`src/hdl/jsu_pkg.sv`:
```
// Package for the JSON string unescaper: length width, result and error codes,
// decoder state encoding, transaction bundle type and helper functions.
// No dependencies.
package jsu_pkg;

    localparam int LEN_W = 16;
    localparam int SUM_W = LEN_W + 1;
    localparam int MAX_DATA = 4;

    typedef enum logic [1:0] {
        KIND_DATA  = 2'd0,
        KIND_DONE  = 2'd1,
        KIND_ERROR = 2'd2
    } t_kind;

    typedef enum logic [3:0] {
        ERR_EXPECTED_STRING = 4'd0,
        ERR_CONTROL_CHAR    = 4'd1,
        ERR_INCOMPLETE_ESC  = 4'd2,
        ERR_INVALID_ESC     = 4'd3,
        ERR_INCOMPLETE_UNI  = 4'd4,
        ERR_INVALID_UNI     = 4'd5,
        ERR_MISSING_LOW     = 4'd6,
        ERR_INVALID_LOW     = 4'd7,
        ERR_UNEXPECTED_LOW  = 4'd8,
        ERR_TOO_LONG        = 4'd9,
        ERR_UNTERMINATED    = 4'd10
    } t_err;

    typedef enum logic [8:0] {
        M_SEEK    = 9'b000000001,
        M_STR     = 9'b000000010,
        M_ESC     = 9'b000000100,
        M_HEX1    = 9'b000001000,
        M_NEED_BS = 9'b000010000,
        M_NEED_U  = 9'b000100000,
        M_HEX2    = 9'b001000000,
        M_DONE    = 9'b010000000,
        M_DRAIN   = 9'b100000000
    } t_mode;

    typedef enum logic [1:0] {
        TAIL_NONE  = 2'd0,
        TAIL_DONE  = 2'd1,
        TAIL_ERROR = 2'd2
    } t_tail;

    localparam logic [7:0] CH_QUOTE = 8'h22;
    localparam logic [7:0] CH_BSL   = 8'h5c;
    localparam logic [7:0] CH_SLASH = 8'h2f;
    localparam logic [7:0] CH_SPACE = 8'h20;
    localparam logic [7:0] CH_TAB   = 8'h09;
    localparam logic [7:0] CH_CR    = 8'h0d;
    localparam logic [7:0] CH_LC_B  = 8'h62;
    localparam logic [7:0] CH_LC_F  = 8'h66;
    localparam logic [7:0] CH_LC_N  = 8'h6e;
    localparam logic [7:0] CH_LC_R  = 8'h72;
    localparam logic [7:0] CH_LC_T  = 8'h74;
    localparam logic [7:0] CH_LC_U  = 8'h75;
    localparam logic [15:0] BUF_SIZE_RESET = 16'd64;

    // All results caused by one text byte.
    typedef struct packed {
        logic [2:0]              ndata;
        logic [3:0][7:0]         data;
        t_tail                   tail;
        t_err                    code;
        logic [LEN_W-1:0]        base;
    } t_bundle;

    typedef struct packed {
        logic [2:0]      k;
        logic [3:0][7:0] bytes;
    } t_enc;

    function automatic logic [4:0] hex_val(input logic [7:0] b);
        logic [4:0] r;
        r = 5'd0;
        if (b >= 8'h30 && b <= 8'h39) begin
            r = {1'b1, b[3:0]};
        end else if ((b >= 8'h61 && b <= 8'h66) || (b >= 8'h41 && b <= 8'h46)) begin
            r = {1'b1, b[3:0] + 4'd9};
        end
        return r;
    endfunction

    function automatic t_enc utf8_enc(input logic [20:0] cp);
        t_enc e;
        e.bytes = '0;
        if (cp[20:7] == '0) begin
            e.k = 3'd1;
            e.bytes[0] = cp[7:0];
        end else if (cp[20:11] == '0) begin
            e.k = 3'd2;
            e.bytes[0] = {3'b110, cp[10:6]};
            e.bytes[1] = {2'b10, cp[5:0]};
        end else if (cp[20:16] == '0) begin
            e.k = 3'd3;
            e.bytes[0] = {4'b1110, cp[15:12]};
            e.bytes[1] = {2'b10, cp[11:6]};
            e.bytes[2] = {2'b10, cp[5:0]};
        end else begin
            e.k = 3'd4;
            e.bytes[0] = {5'b11110, cp[20:18]};
            e.bytes[1] = {2'b10, cp[17:12]};
            e.bytes[2] = {2'b10, cp[11:6]};
            e.bytes[3] = {2'b10, cp[5:0]};
        end
        return e;
    endfunction

endpackage

```
`src/hdl/jsu_if.sv`:
```
// Valid/ready channel interfaces for text bytes in and decoded results out.
// Depends on jsu_pkg.
interface jsu_in_if;
    logic       valid;
    logic       ready;
    logic [7:0] text_byte;
    logic       end_of_text;

    modport source (output valid, output text_byte, output end_of_text, input ready);
    modport sink   (input valid, input text_byte, input end_of_text, output ready);
endinterface

interface jsu_out_if;
    logic              valid;
    logic              ready;
    jsu_pkg::t_kind    kind;
    logic [7:0]        out_byte;
    jsu_pkg::t_err     error_code;
    logic [15:0]       length_so_far;
    logic              last_of_run;

    modport source (output valid, output kind, output out_byte, output error_code,
                    output length_so_far, output last_of_run, input ready);
    modport sink   (input valid, input kind, input out_byte, input error_code,
                    input length_so_far, input last_of_run, output ready);
endinterface

```
`src/hdl/jsu_decode.sv`:
```
// Parser state and one-byte step: escapes, \u joining, UTF-8 encoding,
// overflow and error detection. Produces one result bundle per transaction.
// Depends on jsu_pkg.
module jsu_decode (
    input  logic             i_clk,
    input  logic             i_rst_n,
    input  logic             i_accept,
    input  logic [7:0]       i_byte,
    input  logic             i_eot,
    input  logic [15:0]      i_buf_size,
    output jsu_pkg::t_bundle o_bundle,
    output logic             o_has_result
);

    jsu_pkg::t_mode                 r_mode, n_mode;
    logic [15:0]                    r_acc, n_acc;
    logic [1:0]                     r_cnt, n_cnt;
    logic [9:0]                     r_hs, n_hs;
    logic [jsu_pkg::LEN_W-1:0]      r_count, n_count;

    logic [4:0]                     hv;
    logic [15:0]                    acc_new;
    logic [20:0]                    cp;
    logic [7:0]                     single;
    logic                           put_single;
    logic                           put_cp;
    jsu_pkg::t_enc                  enc;
    logic [jsu_pkg::SUM_W-1:0]      sum;
    logic                           ovf;
    jsu_pkg::t_bundle               b;

    assign hv      = jsu_pkg::hex_val(i_byte);
    assign acc_new = {r_acc[11:0], hv[3:0]};
    assign cp      = (r_mode == jsu_pkg::M_HEX2)
                   ? 21'h10000 + {1'b0, r_hs, acc_new[9:0]}
                   : {5'd0, acc_new};

    always_comb begin
        n_mode     = r_mode;
        n_acc      = r_acc;
        n_cnt      = r_cnt;
        n_hs       = r_hs;
        n_count    = r_count;
        single     = i_byte;
        put_single = 1'b0;
        put_cp     = 1'b0;
        b.ndata    = 3'd0;
        b.data     = '0;
        b.tail     = jsu_pkg::TAIL_NONE;
        b.code     = jsu_pkg::ERR_EXPECTED_STRING;
        b.base     = r_count;

        case (r_mode)
            jsu_pkg::M_SEEK: begin
                if (i_byte == jsu_pkg::CH_SPACE
                    || (i_byte >= jsu_pkg::CH_TAB && i_byte <= jsu_pkg::CH_CR)) begin
                    n_mode = r_mode;
                end else if (i_byte == jsu_pkg::CH_QUOTE) begin
                    n_count = '0;
                    n_mode  = jsu_pkg::M_STR;
                end else begin
                    b.tail = jsu_pkg::TAIL_ERROR;
                    b.code = jsu_pkg::ERR_EXPECTED_STRING;
                    n_mode = jsu_pkg::M_DRAIN;
                end
            end
            jsu_pkg::M_STR: begin
                if (i_byte == jsu_pkg::CH_QUOTE) begin
                    b.tail = jsu_pkg::TAIL_DONE;
                    n_mode = jsu_pkg::M_DONE;
                end else if (i_byte < jsu_pkg::CH_SPACE) begin
                    b.tail = jsu_pkg::TAIL_ERROR;
                    b.code = jsu_pkg::ERR_CONTROL_CHAR;
                    n_mode = jsu_pkg::M_DRAIN;
                end else if (i_byte == jsu_pkg::CH_BSL) begin
                    n_mode = jsu_pkg::M_ESC;
                end else begin
                    put_single = 1'b1;
                end
            end
            jsu_pkg::M_ESC: begin
                case (i_byte)
                    jsu_pkg::CH_QUOTE, jsu_pkg::CH_BSL, jsu_pkg::CH_SLASH: begin
                        put_single = 1'b1;
                    end
                    jsu_pkg::CH_LC_B: begin
                        single = 8'h08;
                        put_single = 1'b1;
                    end
                    jsu_pkg::CH_LC_F: begin
                        single = 8'h0c;
                        put_single = 1'b1;
                    end
                    jsu_pkg::CH_LC_N: begin
                        single = 8'h0a;
                        put_single = 1'b1;
                    end
                    jsu_pkg::CH_LC_R: begin
                        single = 8'h0d;
                        put_single = 1'b1;
                    end
                    jsu_pkg::CH_LC_T: begin
                        single = 8'h09;
                        put_single = 1'b1;
                    end
                    jsu_pkg::CH_LC_U: begin
                        n_acc  = '0;
                        n_cnt  = '0;
                        n_mode = jsu_pkg::M_HEX1;
                    end
                    default: begin
                        b.tail = jsu_pkg::TAIL_ERROR;
                        b.code = jsu_pkg::ERR_INVALID_ESC;
                        n_mode = jsu_pkg::M_DRAIN;
                    end
                endcase
            end
            jsu_pkg::M_HEX1, jsu_pkg::M_HEX2: begin
                if (!hv[4]) begin
                    b.tail = jsu_pkg::TAIL_ERROR;
                    b.code = jsu_pkg::ERR_INVALID_UNI;
                    n_mode = jsu_pkg::M_DRAIN;
                end else begin
                    n_acc = acc_new;
                    n_cnt = r_cnt + 2'd1;
                    if (r_cnt == 2'd3) begin
                        if (r_mode == jsu_pkg::M_HEX1) begin
                            if (acc_new[15:10] == 6'b110110) begin
                                n_hs   = acc_new[9:0];
                                n_mode = jsu_pkg::M_NEED_BS;
                            end else if (acc_new[15:10] == 6'b110111) begin
                                b.tail = jsu_pkg::TAIL_ERROR;
                                b.code = jsu_pkg::ERR_UNEXPECTED_LOW;
                                n_mode = jsu_pkg::M_DRAIN;
                            end else begin
                                put_cp = 1'b1;
                            end
                        end else if (acc_new[15:10] != 6'b110111) begin
                            b.tail = jsu_pkg::TAIL_ERROR;
                            b.code = jsu_pkg::ERR_INVALID_LOW;
                            n_mode = jsu_pkg::M_DRAIN;
                        end else begin
                            put_cp = 1'b1;
                        end
                    end
                end
            end
            jsu_pkg::M_NEED_BS: begin
                if (i_byte == jsu_pkg::CH_BSL) begin
                    n_mode = jsu_pkg::M_NEED_U;
                end else begin
                    b.tail = jsu_pkg::TAIL_ERROR;
                    b.code = jsu_pkg::ERR_MISSING_LOW;
                    n_mode = jsu_pkg::M_DRAIN;
                end
            end
            jsu_pkg::M_NEED_U: begin
                if (i_byte == jsu_pkg::CH_LC_U) begin
                    n_acc  = '0;
                    n_cnt  = '0;
                    n_mode = jsu_pkg::M_HEX2;
                end else begin
                    b.tail = jsu_pkg::TAIL_ERROR;
                    b.code = jsu_pkg::ERR_MISSING_LOW;
                    n_mode = jsu_pkg::M_DRAIN;
                end
            end
            jsu_pkg::M_DONE, jsu_pkg::M_DRAIN: begin
                n_mode = r_mode;
            end
            default: begin
                n_mode = jsu_pkg::M_SEEK;
            end
        endcase

        if (put_cp) begin
            enc = jsu_pkg::utf8_enc(cp);
        end else begin
            enc.k     = 3'd1;
            enc.bytes = {24'd0, single};
        end

        sum = {1'b0, r_count} + jsu_pkg::SUM_W'(enc.k);
        ovf = (sum >= jsu_pkg::SUM_W'(i_buf_size)) || sum[jsu_pkg::LEN_W];

        if (put_single || put_cp) begin
            if (ovf) begin
                b.tail = jsu_pkg::TAIL_ERROR;
                b.code = jsu_pkg::ERR_TOO_LONG;
                n_mode = jsu_pkg::M_DRAIN;
            end else begin
                b.ndata = enc.k;
                b.data  = enc.bytes;
                n_count = sum[jsu_pkg::LEN_W-1:0];
                n_mode  = jsu_pkg::M_STR;
            end
        end

        if (i_eot) begin
            case (n_mode)
                jsu_pkg::M_SEEK: begin
                    b.tail = jsu_pkg::TAIL_ERROR;
                    b.code = jsu_pkg::ERR_EXPECTED_STRING;
                end
                jsu_pkg::M_STR: begin
                    b.tail = jsu_pkg::TAIL_ERROR;
                    b.code = jsu_pkg::ERR_UNTERMINATED;
                end
                jsu_pkg::M_ESC: begin
                    b.tail = jsu_pkg::TAIL_ERROR;
                    b.code = jsu_pkg::ERR_INCOMPLETE_ESC;
                end
                jsu_pkg::M_HEX1: begin
                    b.tail = jsu_pkg::TAIL_ERROR;
                    b.code = jsu_pkg::ERR_INCOMPLETE_UNI;
                end
                jsu_pkg::M_NEED_BS, jsu_pkg::M_NEED_U, jsu_pkg::M_HEX2: begin
                    b.tail = jsu_pkg::TAIL_ERROR;
                    b.code = jsu_pkg::ERR_MISSING_LOW;
                end
                default: begin
                    b.tail = b.tail;
                end
            endcase
            n_mode  = jsu_pkg::M_SEEK;
            n_acc   = '0;
            n_cnt   = '0;
            n_hs    = '0;
            n_count = '0;
        end
    end

    assign o_bundle     = b;
    assign o_has_result = (b.ndata != 3'd0) || (b.tail != jsu_pkg::TAIL_NONE);

    always_ff @(posedge i_clk) begin
        if (!i_rst_n) begin
            r_mode  <= jsu_pkg::M_SEEK;
            r_acc   <= '0;
            r_cnt   <= '0;
            r_hs    <= '0;
            r_count <= '0;
        end else if (i_accept) begin
            r_mode  <= n_mode;
            r_acc   <= n_acc;
            r_cnt   <= n_cnt;
            r_hs    <= n_hs;
            r_count <= n_count;
        end
    end

    assert property (@(posedge i_clk) disable iff (!i_rst_n)
        (r_mode == jsu_pkg::M_SEEK) |-> (r_count == '0))
        else $error("count not cleared while seeking");

    assert property (@(posedge i_clk) disable iff (!i_rst_n)
        (r_mode == jsu_pkg::M_DRAIN || r_mode == jsu_pkg::M_DONE) |-> !o_has_result || i_eot
            || b.tail == jsu_pkg::TAIL_NONE)
        else $error("results produced after string end or error");

    assert property (@(posedge i_clk) disable iff (!i_rst_n)
        (i_accept && i_eot) |=> (r_mode == jsu_pkg::M_SEEK && r_count == '0))
        else $error("end of text did not return to seek");

endmodule

```
`src/hdl/jsu_emit.sv`:
```
// Result register: holds the bundle of one text byte and hands its results
// out one result per cycle while ready. Depends on jsu_pkg and jsu_if.
module jsu_emit (
    input  logic             i_clk,
    input  logic             i_rst_n,
    input  logic             i_load,
    input  jsu_pkg::t_bundle i_bundle,
    output logic             o_can_load,
    jsu_out_if.source        o_out
);

    jsu_pkg::t_bundle r_bundle;
    logic             r_valid;
    logic [2:0]       r_idx;
    logic [2:0]       total;
    logic             last;
    logic             is_data;
    logic             fire;

    assign total   = r_bundle.ndata + {2'd0, r_bundle.tail != jsu_pkg::TAIL_NONE};
    assign last    = (r_idx + 3'd1) == total;
    assign is_data = r_idx < r_bundle.ndata;
    assign fire    = r_valid && o_out.ready;

    assign o_can_load = !r_valid || (o_out.ready && last);

    assign o_out.valid         = r_valid;
    assign o_out.last_of_run   = last;
    assign o_out.out_byte      = is_data ? r_bundle.data[r_idx[1:0]] : 8'd0;
    assign o_out.length_so_far = 16'(r_bundle.base + jsu_pkg::LEN_W'(r_idx)
                                     + jsu_pkg::LEN_W'(is_data));

    always_comb begin
        o_out.kind       = jsu_pkg::KIND_DATA;
        o_out.error_code = jsu_pkg::ERR_EXPECTED_STRING;
        if (!is_data) begin
            case (r_bundle.tail)
                jsu_pkg::TAIL_DONE: begin
                    o_out.kind = jsu_pkg::KIND_DONE;
                end
                jsu_pkg::TAIL_ERROR: begin
                    o_out.kind       = jsu_pkg::KIND_ERROR;
                    o_out.error_code = r_bundle.code;
                end
                default: begin
                    o_out.kind = jsu_pkg::KIND_DATA;
                end
            endcase
        end
    end

    always_ff @(posedge i_clk) begin
        if (i_load) begin
            r_bundle <= i_bundle;
        end
    end

    always_ff @(posedge i_clk) begin
        if (!i_rst_n) begin
            r_valid <= 1'b0;
            r_idx   <= '0;
        end else if (i_load) begin
            r_valid <= 1'b1;
            r_idx   <= '0;
        end else if (fire) begin
            if (last) begin
                r_valid <= 1'b0;
            end else begin
                r_idx <= r_idx + 3'd1;
            end
        end
    end

    assert property (@(posedge i_clk) disable iff (!i_rst_n)
        r_valid |-> (r_idx < total))
        else $error("result index past bundle end");

    assert property (@(posedge i_clk) disable iff (!i_rst_n)
        i_load |-> o_can_load)
        else $error("bundle loaded over pending results");

    assert property (@(posedge i_clk) disable iff (!i_rst_n)
        (fire && last && !i_load) |=> !r_valid)
        else $error("results continue after last of run");

    assert property (@(posedge i_clk) disable iff (!i_rst_n)
        (fire && !last) |=> (r_valid && r_idx == $past(r_idx) + 3'd1))
        else $error("result skipped or repeated");

endmodule

```
`src/hdl/json_string_unescape_utf8_top.sv`:
```
// JSON string unescaper to UTF-8. Takes one text byte per transaction and
// returns data bytes, a completion marker or an error code per string; the
// destination capacity is written through i_cfg_we/i_cfg_data (reset 64).
// While o_out is ready, text streams at one byte per clock for bytes that
// cause zero or one result; a byte that causes more (up to five: a four-byte
// UTF-8 sequence plus an end-of-text error) holds off the next byte, as the
// single-entry result register hands out one result per cycle while ready.
// Depends on jsu_pkg, jsu_if, jsu_decode and jsu_emit.
module json_string_unescape_utf8_top (
    input  logic        i_clk,
    input  logic        i_rst_n,
    input  logic        i_cfg_we,
    input  logic [15:0] i_cfg_data,
    jsu_in_if.sink      i_in,
    jsu_out_if.source   o_out
);

    logic [15:0]      r_buf_size;
    logic             can_load;
    logic             accept;
    logic             has_result;
    jsu_pkg::t_bundle bundle;

    assign i_in.ready = can_load;
    assign accept     = i_in.valid && can_load;

    always_ff @(posedge i_clk) begin
        if (!i_rst_n) begin
            r_buf_size <= jsu_pkg::BUF_SIZE_RESET;
        end else if (i_cfg_we) begin
            r_buf_size <= i_cfg_data;
        end
    end

    jsu_decode u_decode (
        .i_clk        (i_clk),
        .i_rst_n      (i_rst_n),
        .i_accept     (accept),
        .i_byte       (i_in.text_byte),
        .i_eot        (i_in.end_of_text),
        .i_buf_size   (r_buf_size),
        .o_bundle     (bundle),
        .o_has_result (has_result)
    );

    jsu_emit u_emit (
        .i_clk      (i_clk),
        .i_rst_n    (i_rst_n),
        .i_load     (accept && has_result),
        .i_bundle   (bundle),
        .o_can_load (can_load),
        .o_out      (o_out)
    );

endmodule
```
`src/flat_wrapper.sv`:
```
// flat-port wrapper written by rule: the top's interface ports become plain ports
module json_string_unescape_utf8_top_flat 
  (i_clk, i_rst_n, i_cfg_we, i_cfg_data, i_in_valid, i_in_text_byte, i_in_end_of_text, i_in_ready, o_out_valid, o_out_kind, o_out_out_byte, o_out_error_code, o_out_length_so_far, o_out_last_of_run, o_out_ready);
  jsu_in_if i_in_i ();
  jsu_out_if o_out_i ();
  input  logic i_clk;
  input  logic i_rst_n;
  input  logic i_cfg_we;
  input  logic [15:0] i_cfg_data;
  input wire logic [$bits(i_in_i.valid)-1:0] i_in_valid;
  input wire logic [$bits(i_in_i.text_byte)-1:0] i_in_text_byte;
  input wire logic [$bits(i_in_i.end_of_text)-1:0] i_in_end_of_text;
  output wire logic [$bits(i_in_i.ready)-1:0] i_in_ready;
  output wire logic [$bits(o_out_i.valid)-1:0] o_out_valid;
  output wire logic [$bits(o_out_i.kind)-1:0] o_out_kind;
  output wire logic [$bits(o_out_i.out_byte)-1:0] o_out_out_byte;
  output wire logic [$bits(o_out_i.error_code)-1:0] o_out_error_code;
  output wire logic [$bits(o_out_i.length_so_far)-1:0] o_out_length_so_far;
  output wire logic [$bits(o_out_i.last_of_run)-1:0] o_out_last_of_run;
  input wire logic [$bits(o_out_i.ready)-1:0] o_out_ready;
  assign i_in_i.valid = i_in_valid;
  assign i_in_i.text_byte = i_in_text_byte;
  assign i_in_i.end_of_text = i_in_end_of_text;
  assign i_in_ready = i_in_i.ready;
  assign o_out_valid = o_out_i.valid;
  assign o_out_kind = o_out_i.kind;
  assign o_out_out_byte = o_out_i.out_byte;
  assign o_out_error_code = o_out_i.error_code;
  assign o_out_length_so_far = o_out_i.length_so_far;
  assign o_out_last_of_run = o_out_i.last_of_run;
  assign o_out_i.ready = o_out_ready;
  json_string_unescape_utf8_top u_core (.i_clk(i_clk), .i_rst_n(i_rst_n), .i_cfg_we(i_cfg_we), .i_cfg_data(i_cfg_data), .i_in(i_in_i), .o_out(o_out_i));
endmodule
```
`config.mk`:
```
export PLATFORM = sky130hd
export DESIGN_NAME = json_string_unescape_utf8_top_flat
export DESIGN_NICKNAME = d
export VERILOG_FILES = /design/src/hdl/jsu_pkg.sv /design/src/hdl/jsu_if.sv /design/src/hdl/jsu_decode.sv /design/src/hdl/jsu_emit.sv /design/src/hdl/json_string_unescape_utf8_top.sv /design/src/flat_wrapper.sv
export SDC_FILE = /design/constraint.sdc
export NUM_CORES = 1
export LEC_CHECK = 0
export ABC_AREA = 1
export ABC_CLOCK_PERIOD_IN_PS = 6800
export BUFFER_PORTS_ARGS = -buffer_cell sky130_fd_sc_hd__buf_4
export CORE_ASPECT_RATIO = 1.2
export CORE_UTILIZATION = 55
export DETAILED_ROUTE_END_ITERATION = 7
export PLACE_DENSITY_LB_ADDON = 0.1
export SLEW_MARGIN = 0
export SYNTH_ARGS = -nofsm -noshare
export SYNTH_HDL_FRONTEND = slang
export SYNTH_SLANG_ARGS = --single-unit
```
`constraint.sdc`:
```
create_clock -name i_clk -period 6.8 [get_ports i_clk]
set_clock_uncertainty 0.05 [all_clocks]
set_input_delay 1.02 -clock i_clk [delete_from_list [all_inputs] [get_ports i_clk]]
set_output_delay 1.02 -clock i_clk [all_outputs]
set_load 0.01 [all_outputs]
```
Word level (Yosys, flattened, before mapping)
Cells that the tools add are included.
{"block": "totals", "register_bits": 126, "input_bits": 30, "output_inout_bits": 33, "wordCells": 218}
{"block": "op_classes", "n_addsub": 8, "magnitude_cmp": 12, "n_eq_ne": 35, "muxes": 96, "n_bitwise": 4, "reduce_logical": 45}
{"op": "9-bit 2-to-1 mux", "n": 16}
{"op": "16-bit 2-to-1 mux", "n": 8}
{"op": "6-bit 2-to-1 mux", "n": 14}
{"op": "35-bit 2-to-1 mux", "n": 2}
{"op": "9-bit one-hot mux with 7 select lines", "n": 1}
{"op": "10-bit 2-to-1 mux", "n": 6}
{"op": "8-bit by 7-bit equality test with 1-bit output, second input constant", "n": 7}
{"op": "41-bit 2-to-1 mux", "n": 1}
{"op": "8-bit 2-to-1 mux", "n": 5}
{"op": "8-bit one-hot mux with 5 select lines", "n": 1}
{"op": "12-bit 2-to-1 mux", "n": 3}
{"op": "6-bit one-hot mux with 6 select lines", "n": 1}
{"op": "8-bit by 6-bit equality test with 1-bit output, second input constant", "n": 3}
{"op": "24-bit 2-to-1 mux", "n": 1}
{"op": "12-bit one-hot mux with 2 select lines", "n": 1}
{"op": "22-bit 2-to-1 mux", "n": 1}
{"op": "17-bit by 20-bit adder with 21-bit output, first input constant", "n": 1}
{"op": "21-bit 2-to-1 mux", "n": 1}
{"op": "4-bit one-hot mux with 5 select lines", "n": 1}
{"op": "9-bit by 1-bit equality test with 1-bit output, second input constant", "n": 2}
{"op": "9-bit by 2-bit equality test with 1-bit output, second input constant", "n": 2}
{"op": "9-bit by 3-bit equality test with 1-bit output, second input constant", "n": 2}
{"op": "9-bit by 4-bit equality test with 1-bit output, second input constant", "n": 2}
{"op": "9-bit by 5-bit equality test with 1-bit output, second input constant", "n": 2}
{"op": "57 further kinds", "n": 116}

Logic depth before layout (Yosys ltp)
{"block": "logic_depth", "depth_word": 26, "ltp_mapped": 44, "depth_no_buf": 42}

Cells and area by module
A second synthesis with hierarchy kept.
{"block": "hier_totals", "cells_unflattened": 1193, "hier_area_um2": 8348.0}
{"module": "jsu_decode", "instances": 1, "cells_each": 812, "area_each_um2": 4813.4, "seq_area_each_um2": 980.9}
{"module": "jsu_emit", "instances": 1, "cells_each": 277, "area_each_um2": 2847.7, "seq_area_each_um2": 1791.7}
{"module": "json_string_unescape_utf8_top", "instances": 1, "cells_each": 104, "area_each_um2": 686.9, "seq_area_each_um2": 320.3}

Least setup slack after synthesis
No wires, ideal clock.
{"block": "synth_timing", "path_type": "input to register", "start": "input i_in_text_byte[0]", "end": "register u_core.u_emit.r_bundle[0] in the netlist's numbering, enable pin", "arrival_time_ns": 6.175, "required_ns": 6.342, "setup_slack_ns": 0.167, "path_stages": 30, "path_buffers": 0, "path_cell_list": "inv_1 > ha_1 > inv_1 > nand3_1 > nand3_1 > nand2_2 > nand2_2 > nor3_2 > nand2_2 > nor2_1 > inv_2 > fa_1 > o21ai_2 > nand4_1 > nor3_1 > nand3_1 > xor2_1 > inv_1 > ha_1 > nand2_1 > nor2_1 > nand3_1 > nor3_1 > nor3_1 > nand3_4 > nand4_1 > o21bai_2 > nand3_1 > nand2_1 > inv_1"}
{"block": "synth_between", "elab_chain_len": 24}
{"item": "from (decl)", "line": "flat_wrapper.sv:11", "source": "input wire logic [$bits(i_in_i.text_byte)-1:0] i_in_text_byte;"}
{"item": "8-bit by 7-bit greater-or-equal comparator with 1-bit output / 8-bit by 7-bit less-or-equal comparator with 1-bit output (equally long branches)", "line": "jsu_pkg.sv:81", "source": "end else if ((b >= 8'h61 && b <= 8'h66) || (b >= 8'h41 && b <= 8'h46)) begin"}
{"item": "1-bit logical AND", "line": "jsu_pkg.sv:81"}
{"item": "1-bit logical OR", "line": "jsu_pkg.sv:81"}
{"item": "5-bit 2-to-1 mux", "line": "jsu_pkg.sv:81"}
{"item": "5-bit 2-to-1 mux", "line": "jsu_pkg.sv:79", "source": "if (b >= 8'h30 && b <= 8'h39) begin"}
{"item": "17-bit by 20-bit adder with 21-bit output", "line": "jsu_decode.sv:35", "source": "? 21'h10000 + {1'b0, r_hs, acc_new[9:0]}"}
{"item": "21-bit 2-to-1 mux", "line": "jsu_decode.sv:35"}
{"item": "5-bit zero test", "line": "jsu_pkg.sv:97", "source": "end else if (cp[20:16] == '0) begin"}
{"item": "(+9 left out)"}
{"item": "9-bit by 5-bit equality test with 1-bit output, or another cell as far along", "line": "jsu_decode.sv:200", "source": "case (n_mode)"}
{"item": "7-bit OR reduction (no line)"}
{"item": "2-bit 2-to-1 mux", "line": "jsu_decode.sv:200"}
{"item": "6-bit 2-to-1 mux", "line": "jsu_decode.sv:199", "source": "if (i_eot) begin"}
{"item": "2-bit nonzero test", "line": "jsu_decode.sv:234", "source": "assign o_has_result = (b.ndata != 3'd0) || (b.tail != jsu_pkg::TAIL_NONE);"}
{"item": "1-bit logical OR (*)", "line": "jsu_decode.sv:234"}
{"item": "1-bit logical AND (*)", "line": "json_string_unescape_utf8_top.sv:49", "source": ".i_load (accept && has_result),"}
{"item": "named net u_core.u_emit.i_load", "line": "jsu_emit.sv:6", "source": "input logic i_load,"}
{"item": "to (signal assigned)", "line": "jsu_emit.sv:54", "source": "r_bundle <= i_bundle;"}
{"item": "to (decl)", "line": "jsu_emit.sv:12", "source": "jsu_pkg::t_bundle r_bundle;"}
Mark *: on every way through the listed nets, which the timed path passes. The rest lies on a longest branch.
A chain may end at the register's enable or synchronous reset.

Worst setup path after layout
{"block": "layout_timing", "start": "register u_core.u_decode.r_mode[2]", "end": "register u_core.u_emit.r_bundle[38] in the netlist's numbering, enable pin"}
{"block": "layout_between", "elab_chain_len": 19}
{"item": "from (decl)", "line": "jsu_decode.sv:15", "source": "jsu_pkg::t_mode r_mode, n_mode;"}
{"item": "from (signal assigned)", "line": "jsu_decode.sv:238", "source": "r_mode <= jsu_pkg::M_SEEK;"}
{"item": "from (signal assigned)", "line": "jsu_decode.sv:244", "source": "r_mode <= n_mode;"}
{"item": "9-bit by 7-bit equality test with 1-bit output", "line": "jsu_decode.sv:34, jsu_decode.sv:53"}
{"item": "21-bit 2-to-1 mux", "line": "jsu_decode.sv:35"}
{"item": "5-bit zero test", "line": "jsu_pkg.sv:97"}
{"item": "3-bit 2-to-1 mux", "line": "jsu_pkg.sv:97"}
{"item": "3-bit 2-to-1 mux", "line": "jsu_pkg.sv:93", "source": "end else if (cp[20:11] == '0) begin"}
{"item": "3-bit 2-to-1 mux", "line": "jsu_pkg.sv:90", "source": "if (cp[20:7] == '0) begin"}
{"item": "35-bit 2-to-1 mux", "line": "jsu_decode.sv:176", "source": "if (put_cp) begin"}
{"item": "16-bit by 3-bit adder with 17-bit output", "line": "jsu_decode.sv:183", "source": "sum = {1'b0, r_count} + jsu_pkg::SUM_W'(enc.k);"}
{"item": "(+4 left out)"}
{"item": "9-bit by 5-bit equality test with 1-bit output, or another cell as far along", "line": "jsu_decode.sv:200"}
{"item": "7-bit OR reduction (no line)"}
{"item": "2-bit 2-to-1 mux", "line": "jsu_decode.sv:200"}
{"item": "6-bit 2-to-1 mux", "line": "jsu_decode.sv:199"}
{"item": "2-bit nonzero test", "line": "jsu_decode.sv:234"}
{"item": "1-bit logical OR (*)", "line": "jsu_decode.sv:234"}
{"item": "1-bit logical AND (*)", "line": "json_string_unescape_utf8_top.sv:49"}
{"item": "named net u_core.u_emit.i_load", "line": "jsu_emit.sv:6"}
Marks and branches as above.

==> impl_metrics.yaml <==
outcome:
  run_status: "finished, final reports clean"
power_and_ir_drop:
  p_leak_nw: 3.948
  power_frac_clock: 0.431
  p_switching_uw: 541.2
  power_report.internal_total_mw: 1.406
  cellPowerDensity_nw_per_um2: 217.3
  peakVddDrop_mv: 0.1371
  power_frac_seq: 0.434
  power.share.switching: 0.2779
  combinational_fraction_of_design_power: 0.135
critical_path:
  timing.critical_path.arrival_ns: 6.20
  cpLargestDelayFamily: "simple AND/OR/NAND/NOR gates"
  flop2flop_setup_slack_ns: 0.70
  r2r.worst_path.cells: 35
  startpoint_type: "register"
  sort_of_element_at_the_end_of_the_critical_path: "register"
  timing.critical_path.slowest_stage_cell: "fa_1"
  critical_path.n_buffers_inverters: 6
  critical_path_class: "reg2reg"
  cp.required_ns: 6.90
  total_number_of_cells_along_the_worst_setup_path: 35
  crit_path_max_fanout: 54
  worstReg2RegEnd: "u_core.u_emit.r_bundle[38]$_SDFFCE_PP0P_"
  crit_path_frequent_cell: "nand2_1"
  timing.critical_path.slowest_cell_delay_ns: 0.41
  crit_reg_reg_startpoint: "u_core.u_decode.r_mode[2]$_SDFFE_PN0P_"
detailed_routing:
  routed_via_density: 5.497
  wire_per_inst_um: 15.35
  detail_route.wirelength_um: 20020
  drt.antenna.violating_nets: 0
  drt-pass1-iter-count: 6
  via_count: 7168
  drcViolationCount: 0
  drt-initial-drc-count: 497
sta:
  post-route-min-period_ns: 6.103
  slew_headroom: 0.3680
  fin_crit_sh: 0.8975
  f_max_mhz: 163.8
  setup_total_negative_slack_ns: 0
  rsz0062_at_grt: "false"
  hold_viol_final: 0
  drv_slew: 0
  worst_pin_slew_ns: 0.9380
  setup_viol: 0
clock_network:
  cts.clk_slew.worst_paths_ns: 0.06
  clock_sink_count: 123
  cts.htree.levels: 4
  tritoncts.num_buffers: 17
  tritoncts: "built"
  worstSkewPairLatency_ns: 0.42
  cts.root.buffer_cell: "clkbuf_16"
  clockBufferDepth: 2
grt:
  grt_first_pass_wirelength_um: 32430
  first_global_vias: 6499
  gr-total-overflow: 0
  grt_usage: 0.2778
  grt_antenna_before_repair: 2
  grt_max_degree: 55
hold_path:
  worstHoldEndpoint: "u_core.r_buf_size[8]$_SDFFE_PN0P_"
  hold_depth: 2
  holdCritPathClass: "reg2reg"
  holdCritStartpoint: "u_core.r_buf_size[8]$_SDFFE_PN0P_"
synthesis:
  ys_seq_elements: 123
  synthArstFlopShare: 0
  mappedNetlistNets: 1121
  dominantRegCellSynth: "dfxtp_1"
  number_of_flops_mapped_to_enable_cells_by_yosys: 54
  yosysSeqAreaShare: 0.3868
  yosysWarnings: 0
  synthCells: 1055
  synthesis.area_um2: 7762
  synth.lib_cells_used.distinct: 56
  syn_area_per_cell_um2: 7.358
floorplan:
  floorplan.rows: 47
  die_width_um: 110.5
  design.core.area_um2: 13760
  top_level_ports: 63
  die-area_um2: 14590
  starting_utilization_of_the_core_area: 0.5641
  die-height_um: 132.1
placed_design:
  port_buffers: 62
  post_dp_hpwl_um: 15050
  routabilityCongestion: 0.9434
finish:
  regArea_um2: 3003
  fill_cells: 1248
  final_nets: 1185
  multi_input_area_um2: 4070
  fraction_of_final_layout_cells_with_drive_strength_greater_than_1: 0.1396
  syn_to_final_growth_pct: 15.43
  final_core_utilization: 0.6511
flow_run:
  timing.max_cap.violations: 0
## stage by stage
stage	cell area, um^2	total power, mW	worst slack [ns]	hold slack [ns]	std cells
3_5_place_dp	8398	1.124	0.1932	0.4081	1271
6_report	8960	1.947	0.6968	0.4183	1304
2_1_floorplan	7762	1.022	0.1671	0.3810	1055
5_1_grt	8957	2.024	0.1348	0.4460	1303
4_1_cts	8946	1.955	0.6125	0.4222	1303
3_3_place_gp	8398	1.120	0.3621	0.4043	1271
## kinds of logic (layout without fill, tap and decap cells)
logic type / Yosys count / after routing / synth area share
buffers and inverters: 178 / 255 / 0.09026
AND/OR/NAND/NOR: 494 / 494 / 0.2888
XOR/XNOR: 30 / 30 / 0.03385
AO/OA/AOI/OAI: 194 / 194 / 0.1393
adder cells (fa/ha/maj): 36 / 36 / 0.06093
flip-flops: 123 / 123 / 0.3868
other: 0 / 1 / 0
## registers in the layout, summed over array words and instances, names as in the netlist
register,count
u_core.r_buf_size,16
u_core.u_decode.r_acc,12
u_core.u_emit.r_bundle,54
u_core.u_decode.r_count,16
u_core.u_emit.r_idx,3
u_core.u_decode.r_cnt,2
u_core.u_decode.r_hs,10
u_core.u_emit.o_out.valid,1
u_core.u_decode.r_mode,9
## worst max path at each step
| stage | end | slack, ns | startpoint |
|---|---|---|---|
| floorplan | u_core.u_emit.r_bundle[0]$_DFFE_PP_ | 0.17 | i_in_text_byte[0] |
| global placement | u_core.u_emit.r_bundle[51]$_SDFFCE_PP0P_ | 0.36 | i_in_text_byte[0] |
| detailed placement | u_core.u_emit.r_bundle[51]$_SDFFCE_PP0P_ | 0.19 | i_in_text_byte[0] |
| CTS | u_core.u_emit.r_bundle[38]$_SDFFCE_PP0P_ | 0.61 | u_core.u_decode.r_mode[0]$_SDFFE_PN1P_ |
| global route | u_core.u_emit.r_bundle[40]$_SDFFCE_PP0P_ | 0.13 | i_in_text_byte[0] |
| finish | u_core.u_emit.r_bundle[38]$_SDFFCE_PP0P_ | 0.70 | u_core.u_decode.r_mode[2]$_SDFFE_PN0P_ |
## synthesized netlist by cell type, drive strengths merged, types with 2 or more instances
| master | instances | share of area |
|---|---|---|
| nor3b | 2 | 0.0019 |
| clkinv | 4 | 0.0021 |
| xnor2 | 11 | 0.012 |
| o211ai | 2 | 0.0019 |
| nor2 | 143 | 0.077 |
| dfxtp | 69 | 0.18 |
| nand3 | 64 | 0.048 |
| nand3b | 5 | 0.0048 |
| o22ai | 2 | 0.0016 |
| a21oi | 91 | 0.059 |
| a22oi | 12 | 0.012 |
| xor2 | 19 | 0.021 |
| inv | 148 | 0.072 |
| nor4 | 6 | 0.0068 |
| ha | 33 | 0.053 |
| or2 | 3 | 0.0027 |
| nor3 | 21 | 0.014 |
| a31oi | 8 | 0.0064 |
| nand2 | 232 | 0.12 |
| o21ai | 65 | 0.042 |
| fa | 3 | 0.0077 |
| a211oi | 4 | 0.0039 |
| nand4 | 16 | 0.014 |
| clkbuf | 19 | 0.0092 |
| buf | 7 | 0.0068 |
| o31ai | 2 | 0.0037 |
| edfxtp | 54 | 0.21 |
| and3 | 2 | 0.0016 |
## layout by cell type, fill, tap and decap left out, drive strengths merged, types with 19 or more instances in the layout
cell type and instances:
a21oi 91, buf 71, dfxtp 69, edfxtp 54, ha 33, inv 155, nand2 232, nand3 64
nor2 143, nor3 21, o21ai 65, xor2 19
## what timing repair did
action | in CTS | in global routing
endpoints found under the setup margin | 0 | 54
setup buffers | 0 | 0
gates resized for setup | 0 | 2
hold buffers | 0 | 0
## cell type report
type,instances,share of cell area
Clock inverter,14,0.01215
Clock buffer,18,0.04902
Inverter,152,0.06438
Sequential cell,123,0.3351
Antenna cell,1,0.0002793
Tap cell,171,0.02388
Multi-Input combinational cell,754,0.4543
Timing Repair Buffer,71,0.06089
## tightest hold or removal path, cell delays in order, from the launching register on
cell	delay (ns)
dfxtp_1	0.29
inv_1	0.07
a21oi_1	0.06
## layer usage
metal	vias to the layer above	track usage	routed length (um)
li1	3622	-	-
met1	3211	0.3789	8919
met2	280	0.4327	9049
met3	53	0.05517	1438
met4	2	0.1133	595
met5	-	0	12
## power by group through the flow
stage | combinational [mW] | sequential (mW) | clock, mW
2_1_floorplan | 0.167 | 0.855 | 0
5_1_grt | 0.294 | 0.850 | 0.880
6_report | 0.263 | 0.845 | 0.839
3_3_place_gp | 0.260 | 0.859 | 0
3_5_place_dp | 0.263 | 0.861 | 0
4_1_cts | 0.264 | 0.845 | 0.846
No activity file was read; power rests on OpenSTA's default activity.
